$ cat config.mk
export PLATFORM = sky130hd
export DESIGN_NAME = bba_ffz
export DESIGN_NICKNAME = d
export VERILOG_FILES = /design/src/bitmap_block_allocator_core_macros.svh /design/src/bba_pkg.sv /design/src/bba_ffz.sv
export SDC_FILE = /design/constraint.sdc
export NUM_CORES = 1
export LEC_CHECK = 0
export BUFFER_PORTS_ARGS = -buffer_cell sky130_fd_sc_hd__buf_2
export CORE_UTILIZATION = 42
export CTS_CLUSTER_DIAMETER = 40
export DETAILED_ROUTE_END_ITERATION = 10
export GPL_ROUTABILITY_DRIVEN = 0
export HOLD_SLACK_MARGIN = 0.03
export PLACE_DENSITY = 0.86
export SLEW_MARGIN = 5
export SYNTH_ARGS = -nofsm -noshare
export SYNTH_HDL_FRONTEND = slang
export SYNTH_SLANG_ARGS = --single-unit
$ cat constraint.sdc
create_clock -name clk -period 0.9 [get_ports clk]
set_input_delay 0.18 -clock clk [delete_from_list [all_inputs] [get_ports clk]]
set_output_delay 0.18 -clock clk [all_outputs]
set_load 0.01 [all_outputs]
$ cat src/bitmap_block_allocator_core_macros.svh
// ----------------------------------------------------------------------------
// Bitmap block allocator assertion macros
// Property wrappers shared by the allocator RTL; empty for synthesis.
// ----------------------------------------------------------------------------
`ifndef BITMAP_BLOCK_ALLOCATOR_CORE_MACROS_SVH
`define BITMAP_BLOCK_ALLOCATOR_CORE_MACROS_SVH

`ifndef SYNTHESIS

// same-cycle implication, sampled on clk, off while rst_n is low
`define BBA_ASSERT_IMP(label, ante, cons, msg) \
    label: assert property (@(posedge clk) disable iff (!rst_n) (ante) |-> (cons)) \
        else $error(msg);

// next-cycle implication
`define BBA_ASSERT_NEXT(label, ante, cons, msg) \
    label: assert property (@(posedge clk) disable iff (!rst_n) (ante) |=> (cons)) \
        else $error(msg);

`else

`define BBA_ASSERT_IMP(label, ante, cons, msg)
`define BBA_ASSERT_NEXT(label, ante, cons, msg)

`endif

`endif

$ cat src/bba_pkg.sv
`timescale 1ns / 1ps
// ----------------------------------------------------------------------------
// Bitmap block allocator package
// Sizes, memory geometry, command and state codes shared by the allocator.
// ----------------------------------------------------------------------------
package bba_pkg;

    localparam int NUM_BLOCKS = 65536;
    localparam int WORD_BITS  = 64;      // 8 .. 64

    localparam int LIMIT  = (NUM_BLOCKS < 65536) ? NUM_BLOCKS : 65536;
    localparam int NWORDS = (LIMIT + WORD_BITS - 1) / WORD_BITS;

    // summary memory: one "word full" bit per bitmap word, MSB first
    localparam int SUM_BITS  = 64;
    localparam int SUM_SH    = 6;
    localparam int SUM_WORDS = (NWORDS + SUM_BITS - 1) / SUM_BITS;

    localparam int BM_AW  = (NWORDS > 1) ? $clog2(NWORDS) : 1;
    localparam int SUM_AW = (SUM_WORDS > 1) ? $clog2(SUM_WORDS) : 1;
    localparam int BIDX_W = $clog2(WORD_BITS);

    // first-zero finder geometry
    localparam int FFZ_BITS   = 64;
    localparam int GROUP_BITS = 8;
    localparam int FFZ_GROUPS = FFZ_BITS / GROUP_BITS;
    localparam int GRP_IDX_W  = 3;
    localparam int FFZ_IDX_W  = 6;

    // block / WORD_BITS as a multiply by a reciprocal; exact for 16-bit blocks
    localparam int RECIP_SH = 24;
    localparam int RECIP    = ((1 << RECIP_SH) + WORD_BITS - 1) / WORD_BITS;
    localparam int RECIP_W  = $clog2(RECIP + 1);
    localparam int PROD_W   = 16 + RECIP_W;

    typedef logic [15:0]           blk_t;
    typedef logic [16:0]           count_t;
    typedef logic [WORD_BITS-1:0]  bm_word_t;
    typedef logic [SUM_BITS-1:0]   sum_word_t;

    localparam count_t COUNT_MAX = 17'd65536;

    // bits past the last real block read as occupied
    localparam int LAST_BITS = LIMIT - (NWORDS - 1) * WORD_BITS;
    localparam bm_word_t BM_PAD_LAST =
        bm_word_t'((65'd1 << (WORD_BITS - LAST_BITS)) - 65'd1);
    localparam int SUM_LAST = NWORDS - (SUM_WORDS - 1) * SUM_BITS;
    localparam sum_word_t SUM_PAD_LAST =
        sum_word_t'((65'd1 << (SUM_BITS - SUM_LAST)) - 65'd1);

    typedef enum logic [1:0] {
        CMD_READ  = 2'd0,
        CMD_WRITE = 2'd1,
        CMD_ALLOC = 2'd2,
        CMD_FREE  = 2'd3
    } cmd_t;

    typedef enum logic [3:0] {
        ST_CLEAR,
        ST_IDLE,
        ST_DEC,
        ST_RD,
        ST_MOD,
        ST_SREAD,
        ST_SFFZ,
        ST_SWAIT,
        ST_SCHK,
        ST_WREAD,
        ST_WFFZ,
        ST_WWAIT,
        ST_WCHK
    } state_t;

    typedef struct packed {
        logic                 found;
        logic [FFZ_IDX_W-1:0] idx;
    } ffz_res_t;

endpackage

$ cat src/bba_ffz.sv
`timescale 1ns / 1ps
// ----------------------------------------------------------------------------
// Bitmap block allocator first-zero finder
// Two-stage search for the most significant clear bit of a 64-bit word.
// ----------------------------------------------------------------------------
module bba_ffz
    import bba_pkg::*;
(
    input  logic                clk,
    input  logic [FFZ_BITS-1:0] vec,
    output ffz_res_t            res
);

    logic [FFZ_GROUPS-1:0]                 gz_next;
    logic [FFZ_GROUPS-1:0]                 gz_reg;
    logic [FFZ_GROUPS-1:0][GRP_IDX_W-1:0]  gi_next;
    logic [FFZ_GROUPS-1:0][GRP_IDX_W-1:0]  gi_reg;
    ffz_res_t                              res_next;
    ffz_res_t                              res_reg;

    // stage 1: per-group zero flag and index, group 0 is the top byte
    always_comb
    begin
        logic [GROUP_BITS-1:0] grp;
        grp     = '0;
        gz_next = '0;
        gi_next = '0;
        for (int g = 0; g < FFZ_GROUPS; g++)
        begin
            grp        = vec[FFZ_BITS - 1 - g * GROUP_BITS -: GROUP_BITS];
            gz_next[g] = ~&grp;
            for (int k = 0; k < GROUP_BITS; k++)
            begin
                if (!grp[k])
                begin
                    gi_next[g] = GRP_IDX_W'(GROUP_BITS - 1 - k);
                end
            end
        end
    end

    // stage 2: first group holding a zero
    always_comb
    begin
        res_next       = '0;
        res_next.found = |gz_reg;
        for (int g = FFZ_GROUPS - 1; g >= 0; g--)
        begin
            if (gz_reg[g])
            begin
                res_next.idx = {GRP_IDX_W'(g), gi_reg[g]};
            end
        end
    end

    always_ff @(posedge clk)
    begin
        gz_reg  <= gz_next;
        gi_reg  <= gi_next;
        res_reg <= res_next;
    end

    assign res = res_reg;

endmodule

==> metrics.md, run 1 <==
| Metric | Value |
|---|---|
| Pleak | `1.09 nW` |
| FF-to-FF Start | `gz_reg[6]$_DFF_P_` |
| Max VDD drop | `0.000658 V` |
| Period utilization | `114%` |
| Tmin final | `roughly 1000 ps` |
| Adder-Cell Fraction of Synth Area | `0%` |
| GRT overflow | `0` |
| Outcome | `complete, but fails checks` |
| Met3 WL | `~230 µm` |
| CTS tree | `yes` |
| Hold path startpoint | `vec[54]` |
| Xor and xnor area share after synthesis | `0%` |
| Crit-path max FO | `5` |
| Synth Area in Simple Gates | `27.7%` |
| N_diodes | `0` |
| Library cells used by synthesis | `25` |
| Nets | `approximately 380` |
| GRT Util Overall | `19.1%` |
| Compound-cell area share of the yosys netlist | `approximately a fifth` |
| Yosys reg bits | `39` |
| Post-synthesis mux area share | `0%` |
| Final setup fails | `8` |
| Residual DRC | `0` |
| Mapped Nets | `296` |
| Metal2 WL | `1740 µm` |
| Slew of the pin with the lowest slew margin | `304 ps` |
| Data required time at the worst endpoint | `1110 ps` |
| Drt first pass iters | `4` |
| WL final | `3630 µm` |
| Row cnt | `22` |
| Total clock buffers created by CTS | `5` |
| Worst skew pair latency | `290 ps` |
| Final WS setup | `-123 ps` |
| Slew Limit Fails | `0` |
| Cell Area, Placed | `2150 µm²` |
| Vias in the first global route | `roughly 1,600` |
| CTS root buf | `clkbuf_8` |
| First-pass GRT wire length | `6200 µm` |
| RSZ-0062 raised after global routing | `true` |
| Critical Path AT | `1240 ps` |
| Iteration-0 DRC Markers | `36` |
| Maximum clock path buffer count | `2` |
| Crit. End Element | `flop` |
| Avg Vias per Cell | `4.81` |
| Largest net degree at the start of global routing | `12` |
| Setup CP Type | `reg -> reg` |
| Crit path launch type | `flop` |
| Wirelength per Cell | `10.1 µm` |
| Total I/O pin count | `72` |
| Filler cell count | `353` |
| Mapped Area | `around 1700 µm²` |
| Die Width | `65.7 µm` |
| Worst slew margin | `between 70% and 80%` |
| Initial antenna violation count | `0` |
| HP Class | `in -> reg` |
| Post-route ant nets | `0` |
| H-tree depth | `2` |
| Failing checks | `setup timing` |
| Highest metal used | `met4` |
| Post-DP HPWL | `2790 µm` |
| Maxcap violations | `0` |
| Fin. Hold Viols | `0` |
| Clock Sinks | `39` |
| Post-route cell area | `2300 µm²` |
| Share of the yosys chip area belonging to registers | `45.7%` |
| Synth warn | `0` |
| Combinational family with the most area after synthesis | `simple AND/OR/NAND/NOR gates` |
| Final setup skew | `4.54 ps` |
| Post-synthesis average cell area | `7.39 µm²` |
| Layout cells sized above 1 | `33.3%` |
| Maximum clock frequency | `978 MHz` |
| Cts hold-fix bufs | `0` |
| Pwr Density | `1430 nW/µm²` |
| Crit path launch | `gz_reg[6]$_DFF_P_` |
| P&R area growth vs syn | `34.9%` |
| Core box area | `roughly 3800 µm²` |
| Die Y | `65.7 µm` |
| Worst hold slack | `89.9 ps` |
| Met1 wire length | `roughly 1600 µm` |
| Initial core utilization | `45.3%` |
| Largest register FFs | `24` |
| Reg clk slew, reported paths | `about 70 ps` |
| Port Buffers | `71` |
| Syn Inst Count | `~230` |
| Via Count | `about 1,700` |
| Die area | `4320 µm²` |
[Yosys cell counts (all sizes together)]
| library cell | instances | area share (%) |
|---|---|---|
| a21boi | 9 | 4.0 |
| a21oi | 9 | 2.6 |
| o21ai | 14 | 4.1 |
| nand3 | 2 | 0.59 |
| nor3 | 8 | 2.3 |
| nand2 | 58 | 13 |
| a221oi | 2 | 1.8 |
| nor2b | 1 | 0.37 |
| o211ai | 1 | 0.44 |
| nand3b | 2 | 0.88 |
| inv | 22 | 4.8 |
| nand4 | 2 | 0.73 |
| o21bai | 1 | 0.44 |
| buf | 4 | 1.9 |
| nor2 | 35 | 8.1 |
| and2 | 2 | 0.73 |
| nor4 | 1 | 0.37 |
| nand2b | 1 | 0.81 |
| dfxtp | 39 | 46 |
| clkbuf | 1 | 0.22 |
| a31oi | 9 | 3.3 |
| o22ai | 8 | 2.9 |
[layout make-up]
| type | instances | area (µm²) | area share [%] |
|---|---|---|---|
| clock buffer | 7 | 76.3 | 3.32 |
| clock inverter | 1 | 5.00 | 0.217 |
| inverter | 22 | 82.6 | 3.59 |
| multi-input combinational | 165 | 838 | 36.4 |
| sequential | 39 | 802 | 34.8 |
| tap | 48 | 60.1 | 2.61 |
| timing repair buffer | 78 | 438 | 19.0 |
[through the flow]
stage | TNS [ps] | utilization (%) | instances | total power (W) | worst slack, ps
final | -483 | 61.0 | 360 | 0.00328 | -123
after global routing | -981 | 61.0 | 360 | 0.00345 | -152
after CTS | -366 | 60.3 | 359 | 0.00331 | -87.9
after detailed placement | -857 | 57.0 | 351 | 0.00225 | -189
after global placement | -560 | 57.0 | 351 | 0.00223 | -125
after floorplan | -21.7 | - | 231 | 0.00203 | -21.7
[report_power, final]
group	internal (W)	total [W]	leakage, nW	switching [W]
logic	0.000197	0.000391	0.726	0.000194
clock network	0.000542	0.00108	0.0422	0.000536
registers	0.00178	0.00181	0.319	0.0000277
[logic make-up (layout without fill, tap and decap cells)]
logic type             count (synthesis)  count (layout)
DFF                                   39              39
and+or+nand+nor                      112             112
buffers and inverters                 27             108
AOI/OAI and AO/OA                     53              53
[cells in the final DEF (no fill, tap or decap), types with 4 or more instances in the layout]
master,count
buf_2,68
nand2_1,58
dfxtp_1,30
nor2_1,29
inv_1,22
a31oi_1,9
a21oi_1,8
nor3_1,8
o21ai_0,8
a21boi_0,8
o22ai_1,8
o21ai_1,6
buf_6,6
nor2_2,5
clkbuf_8,5
dfxtp_2,5
dfxtp_4,4
buf_4,4
[final timing paths]
kind / to / slack (ps) / cells past startpoint
worst min-delay path: gi_reg[3]$_SDFF_PN0_ / 90 / 2
worst max register to register: res[1]$_DFF_P_ / -120 / 4
worst min register to register: res[2]$_DFF_P_ / 480 / 2
worst max-delay path: res[1]$_DFF_P_ / -120 / 4
[worst max-delay path, cell delays in order (launching register included)]
cell	delay [ps]
dfxtp_2	350
nand2b_4	160
o211ai_1	190
nand3_1	110
a31oi_1	150
[metal layers]
metal	vias up	track usage, %
li1	928	-
met1	733	20.5
met2	61	33.5
met3	9	6.08
met4	0	8.97
met5	-	0
[repair_timing]
action / in CTS / in global routing
pin swaps: 1 / 6
cloned: 0 / 0
endpoints found under the setup margin: 12 / 14
endpoints found under the hold margin: 0 / 0
buffers inserted: 0 / 1
resized for setup: 16 / 10
(Power assumes the default switching activity.)
==> run 2: changes to the inputs <==
--- a/config.mk
+++ b/config.mk
@@ -8,10 +8,11 @@
 export BUFFER_PORTS_ARGS = -buffer_cell sky130_fd_sc_hd__buf_2
 export CORE_UTILIZATION = 42
 export CTS_CLUSTER_DIAMETER = 40
+export CTS_CLUSTER_SIZE = 28
 export DETAILED_ROUTE_END_ITERATION = 10
 export GPL_ROUTABILITY_DRIVEN = 0
 export HOLD_SLACK_MARGIN = 0.03
-export PLACE_DENSITY = 0.86
+export PLACE_DENSITY = 0.74
 export SLEW_MARGIN = 5
 export SYNTH_ARGS = -nofsm -noshare
 export SYNTH_HDL_FRONTEND = slang
==> metrics.md, run 2 (same netlist as run 1, synthesis figures left out) <==
| Metric | Value |
|---|---|
| Outcome | `complete, but fails checks` |
| Failing checks | `setup timing` |
| Final WS setup | `-104 ps` |
| Worst hold slack | `101 ps` |
| Period utilization | `112%` |
| Post-CTS setup buffer count | `0` |
| Max VDD drop | `0.000718 V` |
| Pwr Density | `between 1000 and 1500 nW/µm²` |
| Setup Slack @ Placement | `-204 ps` |
| Iteration-0 DRC Markers | `40` |
| Die area | `4320 µm²` |
| N_diodes | `0` |
| Most common cell after layout, fill and taps aside | `buf_2` |
| WL final | `roughly 3400 µm` |
| Final setup skew | `2.71 ps` |
| Metal2 WL | `roughly 1600 µm` |
| Port Buffers | `~70` |
| Layout cells sized above 1 | `33.9%` |
| Most frequent cells in the layout | `69 x buf_2, 57 x nand2_1, 29 x nor2_1, 29 x dfxtp_1, 22 x inv_1` |
| Initial core utilization | `45.3%` |
| CTS root buf | `clkbuf_8` |
| Area of the multi-input gates | `842 µm²` |
| Final setup fails | `5` |
| Worst skew pair latency | `approximately 280 ps` |
| Clock Sinks | `39` |
| Tmin final | `1000 ps` |
| Die Width | `65.7 µm` |
| Initial antenna violation count | `0` |
| Maxcap violations | `0` |
| Row cnt | `22` |
| Post-DP HPWL | `2740 µm` |
| Avg Vias per Cell | `4.70` |
| Fin. Hold Viols | `0` |
| Maximum clock path buffer count | `2` |
| Worst slew margin | `around 84%` |
| Vias in the first global route | `around 1,500` |
| Via Count | `1,683` |
| Met3 WL | `172 µm` |
| Nets | `375` |
| Met1 wire length | `approximately 1600 µm` |
| Final Power | `about 0.0033 W` |
| Slew Limit Fails | `0` |
| Critical Path AT | `~1200 ps` |
| Maximum clock frequency | `996 MHz` |
| First-pass GRT wire length | `~5700 µm` |
| Post-route ant nets | `0` |
| H-tree depth | `2` |
| Crit path launch | `gz_reg[6]$_DFF_P_` |
| Largest register FFs | `24` |
| Highest metal used | `met4` |
| CTS tree | `yes` |
| GRT Util Overall | `17.2%` |
| FF-to-FF Start | `gz_reg[6]$_DFF_P_` |
| Pleak | `1.09 nW` |
| Residual DRC | `0` |
| Hold path startpoint | `vec[14]` |
| Filler cell count | `323` |
| Crit path launch type | `flop` |
| Setup CP Type | `reg -> reg` |
| Die Y | `65.7 µm` |
| HP Class | `in -> reg` |
| Register Area | `801 µm²` |
| Total I/O pin count | `72` |
| Wirelength per Cell | `9.41 µm` |
| Total clock buffers created by CTS | `5` |
| Crit. End Element | `flop` |
| Slew of the pin with the lowest slew margin | `233 ps` |
| Largest net degree at the start of global routing | `12` |
| Crit-path max FO | `4` |
| Cts hold-fix bufs | `0` |
| Drt first pass iters | `4` |
| Data required time at the worst endpoint | `between 1000 and 1500 ps` |
| P&R area growth vs syn | `34.6%` |
| GRT overflow | `0` |
| RSZ-0062 raised after global routing | `true` |
| Core box area | `3770 µm²` |
| Reg clk slew, reported paths | `70 ps` |
## run 2: through the flow
stage               instances  utilization [%]  TNS [ps]  instance area, µm²
global route              358             60.9      -761                2300
CTS                       358             60.0      -328                2260
floorplan                 231                -     -21.7                1740
global placement          351             57.0      -508                2150
detailed placement        351             57.0      -866                2150
finish                    358             60.9      -304                2300
## run 2: critical path, cell delays in order, from the launching register on
cell,delay (ps)
dfxtp_2,340
nand2b_4,150
o211ai_1,160
nand3_1,90
a31oi_1,190
## run 2: final timing paths
kind / end / slack (ps) / depth (start not counted)
worst min-delay path: gi_reg[18]$_SDFF_PN0_ / 100 / 2
worst max register to register: res[1]$_DFF_P_ / -100 / 4
worst min register to register: res[2]$_DFF_P_ / 490 / 2
worst max-delay path: res[1]$_DFF_P_ / -100 / 4
## run 2: layout make-up
cell class	count	area share [%]
multi-input combinational	165	36.7
clock buffer	6	3.59
timing repair buffer	77	18.5
inverter	22	3.59
clock inverter	1	0.218
tap	48	2.61
sequential	39	34.9
## run 2: per-layer routing
metal | vias to the layer above | GRT usage, %
li1 | 922 | -
met1 | 710 | 19.5
met2 | 46 | 30.4
met3 | 5 | 3.82
met4 | 0 | 7.34
met5 | - | 0
## run 2: repair_timing
action	CTS	global route
pin swaps	7	5
gates resized for setup	11	11
cloned	0	0
setup endpoints to repair	8	14
## run 2: where the power goes
group	switching [W]	internal (W)	leakage [nW]	total (W)
clock network	0.000516	0.000600	0.0470	0.00112
logic	0.000196	0.000201	0.719	0.000397
registers	0.0000253	0.00179	0.319	0.00181
total	0.000737	0.00259	1.09	0.00333
==> run 3: changes to the inputs <==
--- a/config.mk
+++ b/config.mk
@@ -13,6 +13,7 @@
 export GPL_ROUTABILITY_DRIVEN = 0
 export HOLD_SLACK_MARGIN = 0.03
 export PLACE_DENSITY = 0.74
+export SKIP_LAST_GASP = 1
 export SLEW_MARGIN = 5
 export SYNTH_ARGS = -nofsm -noshare
 export SYNTH_HDL_FRONTEND = slang
==> metrics.md, run 3 (same netlist as run 1, synthesis figures left out) <==
| Metric | Value |
|---|---|
| Outcome | `complete, but fails checks` |
| Failing checks | `setup timing` |
| Hold path startpoint | `vec[14]` |
| Hold depth | `2` |
| Largest net degree at the start of global routing | `12` |
| CTS tree | `yes` |
| Slew of the pin with the lowest slew margin | `312 ps` |
| Vias in the first global route | `approximately 1,500` |
| WL final | `3360 µm` |
| Maximum clock path buffer count | `2` |
| Sequential power share | `54.5%` |
| Largest register FFs | `24` |
| Period utilization | `112%` |
| Worst slew margin | `between 70% and 80%` |
| Port Buffers | `71` |
| Clock Sinks | `39` |
| Comb power frac | `between 10% and 20%` |
| Worst-case reg-to-reg path depth | `4` |
| Die Width | `roughly 66 µm` |
| Total I/O pin count | `72` |
| Filler cell count | `324` |
| Final WS setup | `-105 ps` |
| Maxcap violations | `0` |
| Data required time at the worst endpoint | `between 1000 and 1500 ps` |
| FF-to-FF Start | `gz_reg[6]$_DFF_P_` |
| Wirelength per Cell | `between 9 and 10 µm` |
| Post-CTS setup buffer count | `0` |
| Drt first pass iters | `4` |
| Post-route cell area | `between 2000 and 2500 µm²` |
| P&R area growth vs syn | `34.5%` |
| P_sw | `0.000736 W` |
| Clock share of power | `between 30% and 40%` |
| Die area | `4320 µm²` |
| Maximum clock frequency | `995 MHz` |
| Row cnt | `22` |
| Die Y | `around 66 µm` |
| Hold path endpoint | `gi_reg[18]$_SDFF_PN0_` |
| N_diodes | `0` |
| Nets | `~380` |
| GRT Util Overall | `17.2%` |
| Slew Limit Fails | `0` |
| Crit path launch type | `flop` |
| Reg2Reg Capture Point | `res[1]$_DFF_P_` |
| RSZ-0062 raised after global routing | `true` |
| Core box area | `3770 µm²` |
| Cts hold-fix bufs | `0` |
| Setup TNS | `-312 ps` |
| Most common cell after layout, fill and taps aside | `buf_2` |
| Post-DP HPWL | `between 2000 and 3000 µm` |
| Cell Int Power | `0.00259 W` |
| Fin. Hold Viols | `0` |
| Layout cells sized above 1 | `roughly 34%` |
| Avg Vias per Cell | `4.70` |
| Post-route ant nets | `0` |
| HP Class | `in -> reg` |
| Total clock buffers created by CTS | `5` |
| H-tree depth | `2` |
| Worst skew pair latency | `280 ps` |
| Area of the multi-input gates | `842 µm²` |
| R2r setup slk | `-110 ps` |
| Via Count | `~1,700` |
| Critical Path AT | `1200 ps` |
| Final setup fails | `5` |
| Final setup skew | `2.93 ps` |
| Pwr Density | `about 1400 nW/µm²` |
| Pleak | `1.09 nW` |
| Setup CP Type | `reg -> reg` |
| Tmin final | `1010 ps` |
| Final Power | `about 0.0033 W` |
| Reg clk slew, reported paths | `roughly 70 ps` |
| Crit. End Element | `flop` |
| Iteration-0 DRC Markers | `43` |
| Setup Slack @ Placement | `-204 ps` |
| First-pass GRT wire length | `between 5000 and 6000 µm` |
| Initial core utilization | `45.3%` |
| CTS root buf | `clkbuf_8` |
| Sw Share | `22.1%` |
| Initial antenna violation count | `0` |
| Most frequent cells in the layout | `69 x buf_2, 57 x nand2_1, 30 x dfxtp_1` |
| Residual DRC | `0` |
| GRT overflow | `0` |
| Cell Area, Placed | `between 2000 and 2500 µm²` |
| Max VDD drop | `between 0.0007 and 0.0008 V` |
| Crit-path max FO | `4` |
| Register Area | `800 µm²` |
## run 3: cell types whose count changed in the layout (fill, tap and decap cells not counted)
cell,before,now
dfxtp_1,29,30
dfxtp_2,7,6
## run 3: per-stage QoR
| stage | std cells | hold slack, ps | util, % |
|---|---|---|---|
| after global placement | 351 | 389 | 57.0 |
| after global routing | 358 | 96.9 | 60.9 |
| after floorplan | 231 | 284 | - |
| after CTS | 358 | 95.5 | 59.9 |
| after detailed placement | 351 | 393 | 57.0 |
| final | 358 | 101 | 60.9 |
## run 3: area by class of cell
cell class / count / share of cell area, %
multi-input cells: 165 / 36.7
flip-flops and latches: 39 / 34.8
repair buffers: 77 / 18.5
clock buffers: 6 / 3.60
inverters: 22 / 3.60
well taps: 48 / 2.62
clock inverters: 1 / 0.218
## run 3: critical path, stage by stage, from the launching register on
cell and delay, ps:
dfxtp_2 340, nand2b_4 150, o211ai_1 160, nand3_1 90
a31oi_1 190
## run 3: how the worst max path moves through the flow
stage | cells past startpoint | slack [ps] | startpoint | endpoint
after floorplan | 5 | -20 | gz_reg[5]$_DFF_P_ | res[1]$_DFF_P_
after global placement | 4 | -120 | gz_reg[4]$_DFF_P_ | res[1]$_DFF_P_
after detailed placement | 4 | -200 | gz_reg[4]$_DFF_P_ | res[1]$_DFF_P_
after CTS | 4 | -90 | gz_reg[6]$_DFF_P_ | res[1]$_DFF_P_
after global routing | 4 | -180 | gz_reg[6]$_DFF_P_ | res[1]$_DFF_P_
final | 4 | -110 | gz_reg[6]$_DFF_P_ | res[1]$_DFF_P_
## run 3: routing by layer
layer	global-route usage, %	share of wire (%)	vias to the layer above
met4	7.34	1.1	0
met5	0	0	-
met2	30.5	47	48
met3	3.82	5.4	5
li1	-	-	922
met1	19.4	47	706
## run 3: what timing repair did
action | in CTS | in global routing
pin swaps | 7 | 7
resized for setup | 9 | 12
setup endpoints to repair | 8 | 14
cloned | 0 | 0
## run 3: power by group through the flow
stage	Clock, W	Combinational, W	Sequential, W
2_1_floorplan	0	0.000173	0.00185
3_3_place_gp	0	0.000383	0.00186
3_5_place_dp	0	0.000391	0.00186
4_1_cts	0.00114	0.000393	0.00181
5_1_grt	0.00123	0.000456	0.00182
6_report	0.00111	0.000397	0.00181
